`src/design/prf_pkg.sv`:
```
// Shared types and constants for the polyphase resampling FIR.
`timescale 1ns / 1ps

package prf_pkg;

  // Operation codes carried by an input transaction.
  localparam logic OP_SAMPLE = 1'b0;
  localparam logic OP_TAP    = 1'b1;

  // Configuration register indexes.
  localparam logic [1:0] REG_DECIMATION    = 2'd0;
  localparam logic [1:0] REG_INTERPOLATION = 2'd1;
  localparam logic [1:0] REG_TAP_COUNT     = 2'd2;

  localparam int SAMPLE_W = 16;
  localparam int PROD_W   = 32;
  localparam int VALUE_W  = 38;

  typedef struct packed {
    logic                       operation;
    logic signed [SAMPLE_W-1:0] sample;
    logic [5:0]                 tap_index;
    logic signed [SAMPLE_W-1:0] tap_value;
  } in_item_t;

  typedef struct packed {
    logic signed [VALUE_W-1:0] value;
    logic [3:0]                phase;
    logic                      last;
  } out_item_t;

  // Control from the sequencer to the multiply-accumulate unit.
  typedef struct packed {
    logic clr;  // start a new sum
    logic vld;  // operand pair present this cycle
  } mac_ctrl_t;

  typedef enum logic [1:0] {
    ST_CLEAR,
    ST_IDLE,
    ST_MAC,
    ST_HOLD
  } state_t;

endpackage

```
`src/design/polyphase_resampling_fir.sv`:
```
// Top level of the polyphase rational resampling FIR filter.
`timescale 1ns / 1ps
//
//   Channel | Ports                              | Transaction
//   --------+------------------------------------+--------------------------------------
//   input   | in_valid, in_ready, in_data        | one sample or one coefficient write
//   output  | out_valid, out_ready, out_data     | one filtered result of a burst
//   config  | cfg_valid, cfg_ready, cfg_index,   | one register write, always ready
//           | cfg_data                           |
//
// A coefficient write, or a sample that does not complete a burst, leaves in_ready high.
// A sample that completes a burst runs its phases in turn: each of
// the L phases streams its taps through the single multiply-accumulate unit, one term
// per cycle, and then drains its read, multiply and add stages.
// After reset a clearing pass over all MAX_TAPS entries loads the history and coefficient
// memories; in_ready stays low during it, while configuration writes are taken.
// A stalled output holds its result in the output register; the next phase waits.

module polyphase_resampling_fir
  import prf_pkg::*;
#(
  parameter int MAX_TAPS = 64,
  parameter int MAX_RATE = 16
) (
  input  logic      clk,
  input  logic      rst_n,
  input  logic      in_valid,
  output logic      in_ready,
  input  in_item_t  in_data,
  output logic      out_valid,
  input  logic      out_ready,
  output out_item_t out_data,
  input  logic      cfg_valid,
  output logic      cfg_ready,
  input  logic [1:0] cfg_index,
  input  logic [6:0] cfg_data
);

  localparam int ADDR_W = (MAX_TAPS > 1) ? $clog2(MAX_TAPS) : 1;
  localparam logic [ADDR_W-1:0] LAST_ADDR = ADDR_W'(MAX_TAPS - 1);

  // Configuration registers and their effective values after clamping.
  logic [4:0] decimation_r;
  logic [4:0] interpolation_r;
  logic [6:0] tap_count_r;
  logic [4:0] m_eff;
  logic [4:0] l_eff;
  logic [6:0] t_eff;

  always_comb begin
    if (decimation_r == 5'd0) begin
      m_eff = 5'd1;
    end else if (32'(decimation_r) > MAX_RATE) begin
      m_eff = 5'(MAX_RATE);
    end else begin
      m_eff = decimation_r;
    end
    if (interpolation_r == 5'd0) begin
      l_eff = 5'd1;
    end else if (32'(interpolation_r) > MAX_RATE) begin
      l_eff = 5'(MAX_RATE);
    end else begin
      l_eff = interpolation_r;
    end
    if (tap_count_r == 7'd0) begin
      t_eff = 7'd1;
    end else if (32'(tap_count_r) > MAX_TAPS) begin
      t_eff = 7'(MAX_TAPS);
    end else begin
      t_eff = tap_count_r;
    end
  end

  assign cfg_ready = 1'b1;

  always_ff @(posedge clk) begin
    if (!rst_n) begin
      decimation_r    <= 5'd1;
      interpolation_r <= 5'd1;
      tap_count_r     <= 7'd1;
    end else if (cfg_valid && cfg_ready) begin
      unique case (cfg_index)
        REG_DECIMATION:    decimation_r    <= cfg_data[4:0];
        REG_INTERPOLATION: interpolation_r <= cfg_data[4:0];
        REG_TAP_COUNT:     tap_count_r     <= cfg_data;
        default:           ;
      endcase
    end
  end

  // Sequencer state and control registers.
  state_t            state_r, state_nxt;
  logic [ADDR_W-1:0] clr_idx_r;
  logic [ADDR_W-1:0] wp_r;        // address of the newest sample
  logic [ADDR_W-1:0] rp_r;        // history address of the next term
  logic [7:0]        ti_r;        // coefficient index of the next term
  logic [4:0]        j_r;         // phase in progress
  logic [6:0]        cnt_r;
  logic              primed_r;
  logic              rd_vld_r;
  logic              out_valid_r;
  out_item_t         out_data_r;

  logic              in_accept;
  logic              sample_go;
  logic              tap_go;
  logic [6:0]        cnt_inc;
  logic [11:0]       span;
  logic              burst;
  logic [ADDR_W-1:0] wp_inc;
  logic              issue;
  logic              mac_busy;
  logic              mac_done;
  logic              slot_free;
  logic              last_phase;
  logic              finish;
  logic              out_load;
  logic              phase_start;
  mac_ctrl_t         mac_ctrl;
  logic signed [VALUE_W-1:0] mac_acc;

  assign in_ready  = (state_r == ST_IDLE);
  assign in_accept = in_valid && in_ready;
  assign sample_go = in_accept && (in_data.operation == OP_SAMPLE);
  assign tap_go    = in_accept && (in_data.operation == OP_TAP)
                     && (32'(in_data.tap_index) < MAX_TAPS);

  // The counter saturates; a burst is due once it reaches M, or before the first
  // burst once count * L covers the tap count, which equals count >= ceil(T / L).
  assign cnt_inc = (cnt_r == 7'd127) ? cnt_r : cnt_r + 7'd1;
  assign span    = 12'(cnt_inc) * 12'(l_eff);
  assign burst   = sample_go && (primed_r ? (cnt_inc >= 7'(m_eff))
                                          : (span >= 12'(t_eff)));
  assign wp_inc  = (wp_r == LAST_ADDR) ? '0 : wp_r + 1'b1;

  assign slot_free  = !out_valid_r || out_ready;
  assign last_phase = (j_r == l_eff - 5'd1);

  // Next state.
  always_comb begin
    state_nxt = state_r;
    unique case (state_r)
      ST_CLEAR: if (clr_idx_r == LAST_ADDR) state_nxt = ST_IDLE;
      ST_IDLE:  if (burst) state_nxt = ST_MAC;
      ST_MAC, ST_HOLD: begin
        if (finish) begin
          if (!slot_free)      state_nxt = ST_HOLD;
          else if (last_phase) state_nxt = ST_IDLE;
          else                 state_nxt = ST_MAC;
        end
      end
      default: state_nxt = ST_CLEAR;
    endcase
  end

  // Sequencer outputs. Terms stop once the coefficient index reaches or passes the tap
  // count, which also bounds the history depth reached.
  always_comb begin
    issue    = 1'b0;
    mac_done = 1'b0;
    finish   = 1'b0;
    unique case (state_r)
      ST_MAC: begin
        issue    = (ti_r < 8'(t_eff));
        mac_done = !issue && !rd_vld_r && !mac_busy;
        finish   = mac_done;
      end
      ST_HOLD: finish = 1'b1;
      default: ;
    endcase
    out_load    = finish && slot_free;
    phase_start = burst || (out_load && !last_phase);
  end

  assign mac_ctrl.clr = phase_start;
  assign mac_ctrl.vld = rd_vld_r;

  always_ff @(posedge clk) begin
    if (!rst_n) begin
      state_r     <= ST_CLEAR;
      clr_idx_r   <= '0;
      wp_r        <= '0;
      cnt_r       <= '0;
      primed_r    <= 1'b0;
      rd_vld_r    <= 1'b0;
      out_valid_r <= 1'b0;
    end else begin
      state_r  <= state_nxt;
      rd_vld_r <= issue;
      if (state_r == ST_CLEAR) begin
        clr_idx_r <= clr_idx_r + 1'b1;
      end
      if (sample_go) begin
        wp_r <= wp_inc;
        if (burst) begin
          cnt_r    <= '0;
          primed_r <= 1'b1;
        end else begin
          cnt_r <= cnt_inc;
        end
      end
      if (out_load) begin
        out_valid_r <= 1'b1;
      end else if (out_ready) begin
        out_valid_r <= 1'b0;
      end
    end
  end

  // Term addressing: coefficient index steps by L, history steps back by one.
  always_ff @(posedge clk) begin
    if (burst) begin
      j_r  <= '0;
      ti_r <= '0;
      rp_r <= wp_inc;
    end else if (phase_start) begin
      j_r  <= j_r + 5'd1;
      ti_r <= 8'(j_r) + 8'd1;
      rp_r <= wp_r;
    end else if (issue) begin
      ti_r <= ti_r + 8'(l_eff);
      rp_r <= (rp_r == '0) ? LAST_ADDR : rp_r - 1'b1;
    end
    if (out_load) begin
      out_data_r.value <= mac_acc;
      out_data_r.phase <= j_r[3:0];
      out_data_r.last  <= last_phase;
    end
  end

  // History and coefficient memories; the clearing pass zeroes both and puts
  // a unit tap at entry zero.
  logic signed [SAMPLE_W-1:0] hist_mem [MAX_TAPS];
  logic signed [SAMPLE_W-1:0] coef_mem [MAX_TAPS];
  logic signed [SAMPLE_W-1:0] hist_q;
  logic signed [SAMPLE_W-1:0] coef_q;
  logic                       clearing;

  assign clearing = (state_r == ST_CLEAR);

  always_ff @(posedge clk) begin
    if (clearing) begin
      hist_mem[clr_idx_r] <= '0;
    end else if (sample_go) begin
      hist_mem[wp_inc] <= in_data.sample;
    end
    hist_q <= hist_mem[rp_r];
  end

  always_ff @(posedge clk) begin
    if (clearing) begin
      coef_mem[clr_idx_r] <= (clr_idx_r == '0) ? SAMPLE_W'(1) : '0;
    end else if (tap_go) begin
      coef_mem[ADDR_W'(in_data.tap_index)] <= in_data.tap_value;
    end
    coef_q <= coef_mem[ADDR_W'(ti_r)];
  end

  prf_mac u_mac (
    .clk  (clk),
    .rst_n(rst_n),
    .ctrl (mac_ctrl),
    .coef (coef_q),
    .hist (hist_q),
    .acc  (mac_acc),
    .busy (mac_busy)
  );

  assign out_valid = out_valid_r;
  assign out_data  = out_data_r;

endmodule

```
`src/design/prf_mac.sv`:
```
// Pipelined multiply-accumulate unit shared by every term of every phase.
`timescale 1ns / 1ps

module prf_mac
  import prf_pkg::*;
(
  input  logic                       clk,
  input  logic                       rst_n,
  input  mac_ctrl_t                  ctrl,
  input  logic signed [SAMPLE_W-1:0] coef,
  input  logic signed [SAMPLE_W-1:0] hist,
  output logic signed [VALUE_W-1:0]  acc,
  output logic                       busy
);

  logic signed [PROD_W-1:0]  prod_r;
  logic                      mul_vld_r;
  logic signed [VALUE_W-1:0] acc_r;

  always_ff @(posedge clk) begin
    if (!rst_n) begin
      mul_vld_r <= 1'b0;
    end else begin
      mul_vld_r <= ctrl.vld;
    end
  end

  always_ff @(posedge clk) begin
    prod_r <= coef * hist;
    if (ctrl.clr) begin
      acc_r <= '0;
    end else if (mul_vld_r) begin
      acc_r <= acc_r + {{(VALUE_W-PROD_W){prod_r[PROD_W-1]}}, prod_r};
    end
  end

  assign acc  = acc_r;
  assign busy = mul_vld_r;

endmodule

```
`config.mk`:
```
export PLATFORM = sky130hd
export DESIGN_NAME = polyphase_resampling_fir
export DESIGN_NICKNAME = d
export VERILOG_FILES = /design/src/design/prf_pkg.sv /design/src/design/polyphase_resampling_fir.sv /design/src/design/prf_mac.sv
export SDC_FILE = /design/constraint.sdc
export NUM_CORES = 2
export LEC_CHECK = 0
export CELL_PAD_IN_SITES_DETAIL_PLACEMENT = 1
export CELL_PAD_IN_SITES_GLOBAL_PLACEMENT = 1
export CORE_MARGIN = 2
export CORE_UTILIZATION = 45
export DETAILED_ROUTE_END_ITERATION = 10
export DONT_BUFFER_PORTS = 1
export GPL_TIMING_DRIVEN = 1
export PLACE_DENSITY_LB_ADDON = 0.25
export SLEW_MARGIN = 20
export SYNTH_ARGS = -nofsm -noshare
export SYNTH_HDL_FRONTEND = slang
export SYNTH_SLANG_ARGS = --single-unit
```
`constraint.sdc`:
```
create_clock -name clk -period 6.95 [get_ports clk]
set_clock_uncertainty 0.05 [all_clocks]
set_input_delay 2.085 -clock clk [delete_from_list [all_inputs] [get_ports clk]]
set_output_delay 2.085 -clock clk [all_outputs]
set_load 0.05 [all_outputs]
```
# --- Word level (Yosys, flattened, before mapping) ---
# Memory sizes are Yosys's and may differ from the RTL's. A register that Yosys moved wholly into a read port is not among the register bits.
# Index checks and enable logic that the tools add are counted.
classes:
  addsub: 9
  multipliers: 2
  order_cmp: 6
  n_eq_ne: 12
  mux: 41
  bitwise: 1
  reduce_logical: 33
op_table:
  columns: ["cell", "count"]
  rows:
  - ["2-to-1 mux 6 bit", 7]
  - ["adder 38 bit", 1]
  - ["multiplier 16 x 16 -> 32 bit", 1]
  - ["2-to-1 mux 16 bit", 2]
  - ["OR reduction 16 bit", 2]
  - ["2-to-1 mux 7 bit", 4]
  - ["2-to-1 mux 5 bit", 4]
  - ["2-to-1 mux 8 bit", 2]
  - ["2-to-1 mux 1 bit", 15]
  - ["adder 6 x 1 -> 6 bit (second input constant)", 2]
  - ["equality test 6 bit (second input constant)", 2]
  - ["greater-or-equal comparator 12 x 7 -> 1 bit", 1]
  - ["logical NOT 6 bit", 2]
  - ["multiplier 7 x 5 -> 12 bit", 1]
  - ["> comparator 5 bit (second input constant)", 2]
  - ["logical NOT 5 bit", 2]
  - ["2-to-1 mux 2 bit", 5]
  - ["adder 8 x 5 -> 8 bit", 1]
  - ["logical AND 1 bit", 8]
  - ["less-than comparator 8 x 7 -> 1 bit", 1]
  - ["AND reduction 2 bit", 4]
  - ["adder 7 x 1 -> 7 bit (second input constant)", 1]
  - ["equality test 7 bit (second input constant)", 1]
  - ["greater-or-equal comparator 7 x 5 -> 1 bit", 1]
  - ["21 further kinds", 32]
totals:
  ff_bits: 174
  ramBits: 2048
  in_bits: 53
  output_inout_bits: 46
  word_cells: 125
  n_memories: 2
memory_table:
  columns: ["name", "depth", "word_bits", "rd", "rd_clocked_by_memory_dff", "write_ports", "line_no", "text"]
  rows:
  - ["coef_mem", 64, 16, 1, 1, 1, "polyphase_resampling_fir.sv:234", "logic signed [SAMPLE_W-1:0] coef_mem [MAX_TAPS];"]
  - ["hist_mem", 64, 16, 1, 1, 1, "polyphase_resampling_fir.sv:233", "logic signed [SAMPLE_W-1:0] hist_mem [MAX_TAPS];"]

# --- Longest topological paths before layout ---
depth:
  depth_word: 13
  ltp_mapped: 25
  ltp_nobuf: 23

# --- By module ---
# Synthesis repeated with hierarchy kept, for this count alone.
hier_totals:
  hier_cells: 5296
  area_unflattened_um2: 99046.2
modules_own_cells:
  columns: ["mod", "instances", "cells_per_inst", "area_each_um2"]
  rows:
  - ["polyphase_resampling_fir", 1, 3792, 85276.8]
  - ["prf_mac", 1, 1504, 13769.5]

# --- Worst setup path before layout ---
# OpenSTA, ideal clock, no wires.
synth_timing:
  path_kind: "register to register"
  start: "reg coef_q[15], read port of coef_mem"
  end: "reg u_mac.prod_r[31]"
  setup_ns: 0.072
  t_arrival_ns: 5.888
  setup_slack_ns: 0.939
  stages_incl_launch_ff: 21
  n_path_buf: 1
  period_less_slack_ns: 6.011
  path_cell_list: "dfxtp_1 clkbuf_1 nand2_1 inv_1 fa_1 fa_1 inv_1 fa_1 fa_1 fa_1 fa_1 inv_1 ha_1 a21o_1 a21o_1 a21oi_1 o2bb2ai_1 a211oi_1 nor3_1 a2111oi_0 xnor2_1"
synth_between:
  elab_chain_len: 1
synth_rtl:
  columns: ["element", "line_no", "text"]
  rows:
  - ["start: declaration", "polyphase_resampling_fir.sv:236", "logic signed [SAMPLE_W-1:0] coef_q;"]
  - ["multiplier 16 x 16 -> 32 bit", "prf_mac.sv:29", "prod_r <= coef * hist;"]
  - ["end signal: assignment", "prf_mac.sv:29", null]
  - ["end: declaration", "prf_mac.sv:16", "logic signed [PROD_W-1:0] prod_r;"]
# No other way between the ends.
# A chain may end at the register's enable or synchronous reset.

# --- Worst setup path after layout ---
layout_timing:
  start: "reg hist_q[5], read port of hist_mem"
  end: "reg u_mac.prod_r[31]"
layout_between:
  elab_chain_len: 1
layout_rtl:
  columns: ["element", "line_no", "text"]
  rows:
  - ["start: declaration", "polyphase_resampling_fir.sv:235", "logic signed [SAMPLE_W-1:0] hist_q;"]
  - ["multiplier 16 x 16 -> 32 bit", "prf_mac.sv:29", null]
# No other way between the ends.

==> metrics.md <==
| Metric | Value |
|---|---|
| Slack of the critical path | ~370 ps |
| Hold Violations, Final | 0 |
| Setup TNS | 0 ps |
| Met1 WL | ~110000 um |
| DR WL met3 | between 10000 and 15000 um |
| Vias in the first global route | about 53000 |
| Top post-synthesis cells by area | edfxtp_1 (64%), mux4_2 (15%), fa_1 (5.6%), dfxtp_1 (3.2%), ha_1 (2.2%) |
| Port bufs | 0 |
| Total grt overflow | 0 |
| Routed len/inst | 28.88 um |
| Hold_buf cts | 0 |
| Yosys top cell by area | edfxtp_1 |
| Syn Area/Cell | 18.28 um2 |
| Ys flop type | edfxtp_1 |
| Synth unique cells | 72 |
| Worst rel slew slack | about 29% |
| CTS tree | yes |
| Die W | between 400 and 500 um |
| Root Buffer | clkbuf_16 |
| Post-synth top area share | between 60% and 70% |
| Final max-slew violation count | 0 |
| Vias per cell | 5.811 |
| Hpwl dp | 158600 um |
| Total length of routed wires | 250800 um |
| Initial Util | 45.15% |
| Startpoint class of the critical path | flip-flop |
| Global-route wire length before repair | 370800 um |
| Post-route DRC | 0 |
| Core area | 219100 um2 |
| Placement Setup Slack | between 200 and 300 ps |
| Dpl cell area | 103400 um2 |
| Share of post-route cells with drive strength above 1 | about 22% |
| Crit-path max FO | 16 |
| RSZ-0062 raised after global routing | no |
| I/O pin cnt | 99 |
| Final setup violation count | 0 |
| Synth Warn # | 0 |
| Async SR Flop Fraction | 0% |
| Post-route ant nets | 0 |
| Max cap viols | 0 |
| Sequential-to-total area share from yosys stat | 66.83% |
| 1st-pass router iterations | 5 |
| Clk_lat worst skew | 880 ps |
| Clock transition at path regs | about 60 ps |
| Syn_nets | 5915 |
| Critical Path Sink Type | flip-flop |
| Number of synthesized register bits | between 2000 and 2500 |
| Fin crit share | 94.74% |
| Synthesized instance count | 5413 |
| Post-synth design cell area | 98920 um2 |
| Final nets | approximately 6100 |
| Status | completed |
| Reg2Reg Setup Slack | 370 ps |
| Die area | 223600 um2 |
| Data required, critical path | 7670 ps |
| H-tree levels | 4 |
| Tot GR Track Use | 22.60% |
| Final Cell Area | 110900 um2 |
| Fill count | 19950 |
| Class of the worst hold path | flip-flop to flip-flop |
| Initial antenna violation count | 25 |
| Crit path DAT | 7310 ps |
| Layout Utilization | 50.62% |
| DR WL met2 | 123200 um |
| Vert. Die Dim | between 400 and 500 um |
| Top Layer Used | met5 |
| Num CTS Buffers | 225 |
| Initial DRC count | around 4900 |
| Max Fclk | 151.9 MHz |
| Largest net degree at the start of global routing | 108 |
| CP Class | flip-flop to flip-flop |
| Post-CTS repair timing setup buffer count | 0 |
| Post-synth EDFFs | 2097 |
| Num Clock Sinks | 2254 |
| Worst-Margin Slew | 1068 ps |
| DR vias | 50470 |
| Routability Congestion | 0.8276 |
| FP Rows | 172 |
| Area growth syn-to-layout | 12.10% |
| Clock buffer depth | 3 |
| Crit path time final | 6584 ps |
[per-layer routing]
| layer | vias up | track usage (%) |
|---|---|---|
| li1 | 21390 | - |
| met1 | 27170 | 32.03 |
| met2 | 1553 | 36.79 |
| met3 | 350 | 2.928 |
| met4 | 6 | 6.762 |
| met5 | - | 0 |
[state kept, by name, summed over array words and instances, names as in the netlist, 2 cells and up]
signal           flops
j_r                  5
u_mac.prod_r        32
hist_mem          1024
state_r              2
wp_r                 6
ti_r                 8
tap_count_r          7
interpolation_r      5
coef_mem          1024
u_mac.acc           38
hist_q              16
decimation_r         5
cnt_r                7
clr_idx_r            6
rp_r                 6
out_data            43
coef_q              16
[cell type report]
| cell class | count | area [um2] | share of cell area (%) |
|---|---|---|---|
| clock inverters | 134 | 1381 | 1.246 |
| repair buffers | 210 | 1714 | 1.546 |
| multi-input cells | 2569 | 30680 | 27.67 |
| well taps | 2871 | 3592 | 3.239 |
| diodes | 7 | 17.52 | 0.01580 |
| flip-flops and latches | 2254 | 66130 | 59.64 |
| inverters | 351 | 1318 | 1.188 |
| clock buffers | 289 | 6058 | 5.463 |
[path summary, 6_finish.rpt]
check	startpoint	end	cells after the start
hold reg to reg	u_mac.acc[0]$_SDFFE_PP0P_	out_data[5]$_DFFE_PP_	0
setup reg to reg	hist_q[5]$_DFF_P_	u_mac.prod_r[31]$_DFF_P_	18
setup / recovery	hist_q[5]$_DFF_P_	u_mac.prod_r[31]$_DFF_P_	18
hold / removal	u_mac.acc[0]$_SDFFE_PP0P_	out_data[5]$_DFFE_PP_	0
[through the flow]
step | instances | hold slack [ps]
after floorplan | 5413 | 356.4
after global placement | 8255 | 384.7
after detailed placement | 8255 | 402.9
after CTS | 8678 | 416.1
after global routing | 8684 | 431.9
final | 8685 | 414.3
[placed cells by master (no fill, tap or decap), drive strengths merged, types with 31 or more instances in the layout]
cell type     n
xnor2        57
inv         356
o21ai        70
nand2       289
ha          170
a21o         49
mux4        641
mux2i        76
xor2         31
buf         210
and2        147
fa          279
dfxtp       157
edfxtp     2097
nor2        276
clkbuf      289
nand3        49
a21oi       116
nor3         35
clkinv       98
[synth_stat cells, types with 69 or more instances]
cell,instances
mux2i_1,76
a21oi_1,116
dfxtp_1,157
inv_1,350
o21ai_0,69
and2_1,147
clkbuf_1,162
fa_1,279
mux4_2,641
nand2_1,289
ha_1,170
edfxtp_1,2097
nor2_1,276
[logic make-up after synthesis]
logic type | synth area share, %
other cells | 0.003791
simple gates | 4.345
flops | 66.83
fa+ha+maj | 7.796
buf+inv | 2.280
xor+xnor | 0.7791
compound gates | 2.521
mux | 15.44
[what timing repair did]
action | in CTS | in global routing
setup endpoints to repair | 0 | 24
hold endpoints to repair | 0 | 0
resized for setup | 0 | 4
[worst max-delay path, cell delays in order, from the launching register on]
cell and delay [ps]:
dfxtp_1 770, and2_1 300, fa_1 480, fa_1 490, inv_1 300, fa_1 520, fa_1 570, fa_1 430
fa_1 490, inv_1 40, ha_1 350, a21o_1 210, a21o_1 180, a21oi_1 180, o2bb2ai_1 100, a211oi_1 300
nor3_1 110, a2111oi_0 460, xnor2_1 170
Power is not shown: default switching activity piles up to over one toggle a cycle in this logic, so the estimate is an artifact.
